==> src/kwe_pkg.sv <==
// Types, widths, action codes and helpers of the k-mer window word encoder.
package kwe_pkg;

    localparam int ACTION_W   = 2;
    localparam int AMINO_W    = 5;
    localparam int S_TDATA_W  = 8;
    localparam int POS_W      = 32;
    localparam int PREFIX_W   = 26;
    localparam int SUFFIX_W   = 60;
    localparam int M_TDATA_W  = 208;

    localparam logic [ACTION_W-1:0] ACT_SYMBOL  = 2'd0;
    localparam logic [ACTION_W-1:0] ACT_BREAK   = 2'd1;
    localparam logic [ACTION_W-1:0] ACT_NEW_SEQ = 2'd2;

    // Per-transaction decisions from the control unit to the cell row and output path.
    typedef struct packed {
        logic             shift;
        logic             emit;
        logic [POS_W-1:0] position;
    } ctrl_t;

    // radix ** power, truncated to the prefix width; elaboration use only.
    function automatic logic [PREFIX_W-1:0] radix_pow(input int unsigned radix,
                                                       input int unsigned power);
        logic [PREFIX_W-1:0] w;
        w = PREFIX_W'(1);
        for (int unsigned i = 0; i < power; i++) begin
            w = PREFIX_W'(w * PREFIX_W'(radix));
        end
        return w;
    endfunction

endpackage

==> src/kmer_window_word_encoder.sv <==
// Top level of the sliding-window k-mer word encoder.
//
//  channel  | dir | tdata                        | tuser       | tlast
//  ---------+-----+------------------------------+-------------+------
//  s_ axis  | in  | amino [4:0], zeros [7:5]     | action[1:0] | -
//  m_ axis  | out | position, fwd/rev words      | -           | -
//
// One transaction in and one word pair out per cycle while m_tready is high.
// An accepted symbol is registered in the cell row load, then the prefix
// sum goes into the output register, which raises m_tvalid.
// The prefix sums add the registered per-cell products of the cell row.
// Reset is synchronous on aresetn and clears counter, fill count and valids;
// the cells hold payload only and are fully rewritten before any emission.
// s_tready drops only when a word waits in the sum stage and the output
// register is stalled by m_tready.
module kmer_window_word_encoder #(
    parameter int PREFIX_SYMBOLS = 6,
    parameter int SUFFIX_SYMBOLS = 12,
    parameter int RADIX          = 20,
    parameter int SYMBOL_BITS    = 5
) (
    input  logic                            aclk,
    input  logic                            aresetn,
    input  logic                            s_tvalid,
    output logic                            s_tready,
    input  logic [kwe_pkg::S_TDATA_W-1:0]   s_tdata,   // [4:0] amino, [7:5] zero
    input  logic [kwe_pkg::ACTION_W-1:0]    s_tuser,   // [1:0] action
    output logic                            m_tvalid,
    input  logic                            m_tready,
    // [31:0] position, [57:32] fwd_prefix, [117:58] fwd_suffix,
    // [143:118] rev_prefix, [203:144] rev_suffix, [207:204] zero
    output logic [kwe_pkg::M_TDATA_W-1:0]   m_tdata
);
    import kwe_pkg::*;

    localparam int WINDOW_LEN = PREFIX_SYMBOLS + SUFFIX_SYMBOLS;

    ctrl_t                  ctrl;
    logic                   accept;
    logic                   out_free;

    // Cell row: cell 0 holds the newest symbol.
    logic [SYMBOL_BITS-1:0] sym      [WINDOW_LEN];
    logic [PREFIX_W-1:0]    fwd_term [WINDOW_LEN];
    logic [PREFIX_W-1:0]    rev_term [WINDOW_LEN];

    logic [PREFIX_W-1:0]    fwd_prefix_sum;
    logic [PREFIX_W-1:0]    rev_prefix_sum;
    logic [SUFFIX_W-1:0]    fwd_suffix_pack;
    logic [SUFFIX_W-1:0]    rev_suffix_pack;

    // Sum stage: one word waiting for the cell products to settle into the sum.
    logic                   pend_reg;
    logic                   pend_next;
    logic [POS_W-1:0]       pos_reg;

    logic                   m_tvalid_reg;
    logic                   m_tvalid_next;
    logic [M_TDATA_W-1:0]   m_tdata_reg;

    assign out_free = !m_tvalid_reg || m_tready;
    assign s_tready = !pend_reg || out_free;
    assign accept   = s_tvalid && s_tready;

    kwe_ctrl #(
        .WINDOW_LEN  (WINDOW_LEN),
        .RADIX       (RADIX),
        .SYMBOL_BITS (SYMBOL_BITS)
    ) u_ctrl (
        .aclk    (aclk),
        .aresetn (aresetn),
        .accept  (accept),
        .action  (s_tuser),
        .amino   (s_tdata[AMINO_W-1:0]),
        .ctrl    (ctrl)
    );

    // Forward prefix: cell SUFFIX_SYMBOLS is the least significant digit.
    // Reverse prefix: cell 0 (newest) is the most significant digit.
    for (genvar k = 0; k < WINDOW_LEN; k++) begin : g_cell
        localparam int FWD_EXP = (k >= SUFFIX_SYMBOLS) ? k - SUFFIX_SYMBOLS : 0;
        localparam int REV_EXP = (k < PREFIX_SYMBOLS) ? PREFIX_SYMBOLS - 1 - k : 0;
        localparam logic [PREFIX_W-1:0] W_FWD =
            (k >= SUFFIX_SYMBOLS) ? radix_pow(RADIX, FWD_EXP) : '0;
        localparam logic [PREFIX_W-1:0] W_REV =
            (k < PREFIX_SYMBOLS) ? radix_pow(RADIX, REV_EXP) : '0;

        logic [SYMBOL_BITS-1:0] sym_in;

        if (k == 0) begin : g_head
            assign sym_in = s_tdata[SYMBOL_BITS-1:0];
        end else begin : g_link
            assign sym_in = sym[k-1];
        end

        kwe_cell #(
            .SYM_W      (SYMBOL_BITS),
            .WEIGHT_FWD (W_FWD),
            .WEIGHT_REV (W_REV)
        ) u_cell (
            .aclk     (aclk),
            .shift    (ctrl.shift),
            .sym_in   (sym_in),
            .sym_out  (sym[k]),
            .fwd_term (fwd_term[k]),
            .rev_term (rev_term[k])
        );
    end

    // Zero-weight terms drop out in synthesis; the sums wrap at the prefix width.
    always_comb begin
        fwd_prefix_sum = '0;
        rev_prefix_sum = '0;
        for (int k = 0; k < WINDOW_LEN; k++) begin
            fwd_prefix_sum = fwd_prefix_sum + fwd_term[k];
            rev_prefix_sum = rev_prefix_sum + rev_term[k];
        end
    end

    // Suffix slots: forward newest lowest, reverse oldest lowest.
    always_comb begin
        fwd_suffix_pack = '0;
        rev_suffix_pack = '0;
        for (int i = 0; i < SUFFIX_SYMBOLS; i++) begin
            fwd_suffix_pack[i*SYMBOL_BITS +: SYMBOL_BITS] = sym[i];
            rev_suffix_pack[i*SYMBOL_BITS +: SYMBOL_BITS] = sym[WINDOW_LEN-1-i];
        end
    end

    // A waiting word always leaves when a new transaction is accepted.
    assign pend_next     = accept ? ctrl.emit : (pend_reg && !out_free);
    assign m_tvalid_next = out_free ? pend_reg : m_tvalid_reg;

    always_ff @(posedge aclk) begin
        if (!aresetn) begin
            pend_reg     <= 1'b0;
            m_tvalid_reg <= 1'b0;
        end else begin
            pend_reg     <= pend_next;
            m_tvalid_reg <= m_tvalid_next;
        end
    end

    always_ff @(posedge aclk) begin
        if (accept && ctrl.emit) begin
            pos_reg <= ctrl.position;
        end
        if (pend_reg && out_free) begin
            m_tdata_reg <= {(M_TDATA_W - POS_W - 2*PREFIX_W - 2*SUFFIX_W)'(0),
                            rev_suffix_pack, rev_prefix_sum,
                            fwd_suffix_pack, fwd_prefix_sum, pos_reg};
        end
    end

    assign m_tvalid = m_tvalid_reg;
    assign m_tdata  = m_tdata_reg;

endmodule

==> src/kwe_cell.sv <==
// One window cell: holds a symbol and its weighted prefix contributions.
module kwe_cell #(
    parameter int                            SYM_W      = 5,
    parameter logic [kwe_pkg::PREFIX_W-1:0]  WEIGHT_FWD = '0,
    parameter logic [kwe_pkg::PREFIX_W-1:0]  WEIGHT_REV = '0
) (
    input  logic                            aclk,
    input  logic                            shift,
    input  logic [SYM_W-1:0]                sym_in,
    output logic [SYM_W-1:0]                sym_out,
    output logic [kwe_pkg::PREFIX_W-1:0]    fwd_term,
    output logic [kwe_pkg::PREFIX_W-1:0]    rev_term
);
    import kwe_pkg::*;

    logic [SYM_W-1:0]    sym_reg;
    logic [PREFIX_W-1:0] fwd_term_reg;
    logic [PREFIX_W-1:0] rev_term_reg;
    logic [PREFIX_W-1:0] fwd_term_next;
    logic [PREFIX_W-1:0] rev_term_next;

    // Constant weights: synthesis reduces these to a few shifted adds.
    assign fwd_term_next = PREFIX_W'(PREFIX_W'(sym_in) * WEIGHT_FWD);
    assign rev_term_next = PREFIX_W'(PREFIX_W'(sym_in) * WEIGHT_REV);

    always_ff @(posedge aclk) begin
        if (shift) begin
            sym_reg      <= sym_in;
            fwd_term_reg <= fwd_term_next;
            rev_term_reg <= rev_term_next;
        end
    end

    assign sym_out  = sym_reg;
    assign fwd_term = fwd_term_reg;
    assign rev_term = rev_term_reg;

endmodule

==> src/kwe_ctrl.sv <==
// Symbol counter, window fill count and emit decision.
module kwe_ctrl #(
    parameter int WINDOW_LEN  = 18,
    parameter int RADIX       = 20,
    parameter int SYMBOL_BITS = 5
) (
    input  logic                          aclk,
    input  logic                          aresetn,
    input  logic                          accept,
    input  logic [kwe_pkg::ACTION_W-1:0]  action,
    input  logic [kwe_pkg::AMINO_W-1:0]   amino,
    output kwe_pkg::ctrl_t                ctrl
);
    import kwe_pkg::*;

    localparam int FILL_W = $clog2(WINDOW_LEN + 1);

    logic [FILL_W-1:0] fill_reg;
    logic [FILL_W-1:0] fill_next;
    logic [FILL_W-1:0] fill_inc;
    logic [POS_W-1:0]  count_reg;
    logic [POS_W-1:0]  count_next;
    logic [POS_W-1:0]  count_inc;
    logic              sym_ok;

    // Out-of-range codes behave as a break.
    assign sym_ok = (action == ACT_SYMBOL)
                 && ({1'b0, amino} < (AMINO_W + 1)'(RADIX))
                 && ((amino >> SYMBOL_BITS) == '0);

    assign count_inc = (&count_reg) ? count_reg : count_reg + 1'b1;
    assign fill_inc  = (fill_reg == FILL_W'(WINDOW_LEN)) ? fill_reg : fill_reg + 1'b1;

    always_comb begin
        fill_next  = fill_reg;
        count_next = count_reg;
        ctrl.shift = 1'b0;
        ctrl.emit  = 1'b0;
        // Start of the window, taken from the post-increment (saturated) count.
        ctrl.position = count_inc - POS_W'(WINDOW_LEN);
        if (accept) begin
            if (action == ACT_NEW_SEQ) begin
                fill_next  = '0;
                count_next = '0;
            end else begin
                count_next = count_inc;
                if (sym_ok) begin
                    fill_next  = fill_inc;
                    ctrl.shift = 1'b1;
                    ctrl.emit  = (fill_inc == FILL_W'(WINDOW_LEN));
                end else begin
                    fill_next = '0;
                end
            end
        end
    end

    always_ff @(posedge aclk) begin
        if (!aresetn) begin
            fill_reg  <= '0;
            count_reg <= '0;
        end else begin
            fill_reg  <= fill_next;
            count_reg <= count_next;
        end
    end

endmodule

==> config.mk <==
export PLATFORM = sky130hd
export DESIGN_NAME = kmer_window_word_encoder
export DESIGN_NICKNAME = d
export VERILOG_FILES = /design/src/kwe_pkg.sv /design/src/kmer_window_word_encoder.sv /design/src/kwe_cell.sv /design/src/kwe_ctrl.sv
export SDC_FILE = /design/constraint.sdc
export NUM_CORES = 1
export LEC_CHECK = 0
export BUFFER_PORTS_ARGS = -buffer_cell sky130_fd_sc_hd__buf_2
export CAP_MARGIN = 20
export CORE_MARGIN = 5
export CORE_UTILIZATION = 35
export DETAILED_ROUTE_END_ITERATION = 8
export SYNTH_ARGS = -nofsm -noshare
export SYNTH_HDL_FRONTEND = slang
export SYNTH_SLANG_ARGS = --single-unit
==> constraint.sdc <==
create_clock -name aclk -period 23.3 [get_ports aclk]
set_input_delay 4.66 -clock aclk [delete_from_list [all_inputs] [get_ports aclk]]
set_output_delay 4.66 -clock aclk [all_outputs]
set_load 0.01 [all_outputs]
==> run metrics <==
Root Driver clkbuf_16; Ant. Diodes 0; Hold Crit Class flip-flop to flip-flop; Die W 273 µm; Post-Syn Area 0.0241 mm²; critical path type input port to output pin; CTS sink cnt 427; Initial Util 35.2%; critical-path cell list buf_2 > nor2b_1 > nand2_1 > buf_2; drt initial violations 793; WP data required 18.64 ns; Max-cap violations 0; Clk pin slew, worst setup/hold paths 0.06 ns; Sequential Power Share 43.5%; TritonRoute pass-1 iters 5; H-tree lvl count 2; Post-synth EDFFs 388; number of flip-flops in the largest register 170; CTS tree built; M3 GR Usage 2.50%; Num CTS Buffers 52; Critical-path top delay cell nor2b_1; Cells after Synth 1,911; Layout fillers 6,373; max_slew headroom 26.1%; share of layout cells above drive strength 1 between 10% and 20%; Worst Clk Skew 0.0259 ns; most used cell, CP buf_2; Worst Max-Slew Pin Slew 1.11 ns; WL per Instance 16.4 µm; Clock Latency Late Sink 0.59 ns; CTS Buffer Depth 3; ANT nets after route 0; Yosys reg bits 427; pwr/cell area 70.8 mW/mm²; grt met1 use 16.9%; Crit Path Max Fanout 4; global-route met2 utilization 23.5%; Core Util, Final 40.8%; # rows 96; Finish-stage setup viols 0; switch share ~22%; setup TNS 0 ns; Area growth syn-to-layout 15.6%; status completed; Final GP Congestion 0.805; gr ovfl total 0; cts hold-fix bufs 0; largest net degree at the start of global routing 171; Worst Hold Slack 0.410 ns; Die ar. 0.0743 mm²; Fmax ~100 MHz; Total GRT Usage 13.3%; final number of max-transition violations 0; sequential area share after synthesis 51.5%; die height about 270 µm; final wirelength about 50,000 µm; Cell Int Power 0.00154 W; Worst setup EP type output pin; Top Ports approximately 220; Critical Path Source Type input port; Clock power frac 46.5%; vias per inst about 4.8; RSZ-0062 raised after global routing no; synth unique cells 81; post-DP HPWL 35,900 µm; Synth async-reset ratio 0%; Data arrival, critical path 5.38 ns; Port Buf Inserts between 200 and 250; Via Count 14,600; Total Power 0.00197 W; Most used DFF post-synth edfxtp_1; NetSw ~0.00044 W; first-pass GRT wire length 80,000 µm; vias in the first global route between 15,000 and 20,000; Post-CTS Setup Bufs 0; Leakage Power 11.8 nW; Post-CTS Resized 0; Post-Syn Area per Cell 12.6 µm²; GR peak layer met2; Final min period 10.04 ns; Comb pwr share 10.0%; Final Hold Fails 0; initial antenna violation count 2; Ys Warns 0; DRC 0; crit share post-route a little over two fifths; core area 0.0685 mm²; Peak VDD IR between 50 and 60 µV; final net count 2,488; CP peak stage delay 0.27 ns
==> power groups by stage <==
stage                     registers (W)  logic [W]  clock network (W)
after floorplan                0.000873   0.000152                  0
after CTS                      0.000859   0.000200           0.000949
after global placement         0.000875   0.000193                  0
after detailed placement       0.000875   0.000197                  0
after global routing           0.000859   0.000225           0.000985
final                          0.000859   0.000197           0.000919
==> cell usage after synthesis (5+ instances only) <==
| cell | n | area (µm²) |
|---|---|---|
| or3_1 | 7 | 43.8 |
| clkbuf_1 | 16 | 60.1 |
| o21bai_1 | 23 | 173 |
| o211ai_1 | 9 | 67.6 |
| a21oi_1 | 81 | 405 |
| nor3b_1 | 5 | 37.5 |
| nor3_1 | 25 | 125 |
| and3_1 | 13 | 81.3 |
| fa_1 | 76 | 1520 |
| nor2b_1 | 29 | 181 |
| xor2_1 | 45 | 394 |
| nand4b_1 | 5 | 43.8 |
| or2_2 | 5 | 31.3 |
| and4_1 | 7 | 61.3 |
| and2_1 | 26 | 163 |
| o21ai_0 | 52 | 260 |
| nand3b_1 | 5 | 37.5 |
| edfxtp_1 | 388 | 11700 |
| a211oi_1 | 6 | 45.0 |
| o21a_1 | 17 | 128 |
| xnor2_1 | 106 | 928 |
| a21o_1 | 25 | 188 |
| inv_1 | 261 | 980 |
| nand4_1 | 11 | 68.8 |
| buf_4 | 45 | 338 |
| nor2_1 | 72 | 270 |
| a31oi_1 | 13 | 81.3 |
| dfxtp_1 | 39 | 781 |
| a2111oi_0 | 5 | 43.8 |
| buf_2 | 9 | 45.0 |
| ha_1 | 282 | 3530 |
| a22oi_1 | 8 | 60.1 |
| nand2_1 | 76 | 285 |
| a21boi_0 | 6 | 45.0 |
| nand2b_1 | 9 | 56.3 |
| nand3_1 | 24 | 120 |
==> cell type report <==
class	count	area (µm²)	share of cell area, %
tap	882	1100	3.95
multi-input combinational	1154	10300	36.9
clock inverter	35	583	2.09
sequential	427	12400	44.5
clock buffer	62	1390	4.99
timing repair buffer	220	1120	4.03
inverter	261	987	3.54
==> through the flow <==
step	cell area, µm²	std cells	setup WS, ns
after detailed placement	25900	2944	13.28
final	27900	3041	13.26
after floorplan	24100	1914	10.35
after global routing	27900	3041	13.21
after global placement	25900	2944	13.28
after CTS	27900	3041	13.27
==> path summary, 6_finish.rpt <==
kind | slack (ns) | startpoint | end | depth (start not counted)
min reg2reg | 0.41 | pos_reg[25]$_DFFE_PP_ | m_tdata[25]$_DFFE_PP_ | 0
max reg2reg | 18.73 | g_cell[14].u_cell.sym_out[2]$_DFFE_PP_ | m_tdata[57]$_DFFE_PP_ | 13
max | 13.26 | m_tready | s_tready | 4
min | 0.41 | pos_reg[25]$_DFFE_PP_ | m_tdata[25]$_DFFE_PP_ | 0
==> cell families (layout without fill, tap and decap cells) <==
| kind of cell | count (synthesis) | count (layout) | synth area share [%] |
|---|---|---|---|
| AO/OA/AOI/OAI | 287 | 287 | 7.86 |
| XOR/XNOR | 152 | 152 | 5.55 |
| adder cells (fa/ha/maj) | 358 | 358 | 20.9 |
| buffers and inverters | 333 | 578 | 5.96 |
| flip-flops | 427 | 427 | 51.5 |
| multiplexers | 3 | 3 | 0.124 |
| other | 1 | 4 | 0.0155 |
| AND/OR/NAND/NOR | 350 | 350 | 8.05 |
==> critical path: cells and delay by family <==
kind	cells	cell delay, ns
buf+inv	2	0.27
simple gates	2	0.44
==> layer usage <==
metal  wire (µm)  up-vias
met5           0        -
met4        1080        0
met3        2300       77
met2       24500      306
met1       22000     7131
li1            -     7121
==> layout by cell type (no fill, tap or decap), drive strengths merged, types with 6 or more instances in the layout <==
master	netlist	final
nand2b	10	10
xnor2	107	107
inv	261	262
o211ai	9	9
clkbuf	17	62
and3	13	13
and2	26	26
fa	76	76
a21oi	81	81
or3	8	8
bufinv	0	16
a22oi	8	8
edfxtp	388	388
ha	282	282
nand2	76	76
xor2	45	45
nand4b	6	6
nor2	73	73
o21ai	52	52
nand3	26	26
nand4	15	15
nor2b	29	29
o21bai	23	23
and4	7	7
dfxtp	39	39
buf	55	220
a21o	25	25
a31oi	13	13
a21boi	6	6
nor3	29	29
o21a	17	17
clkinv	0	17
a211oi	7	7
No activity file was read; power rests on OpenSTA's default activity.
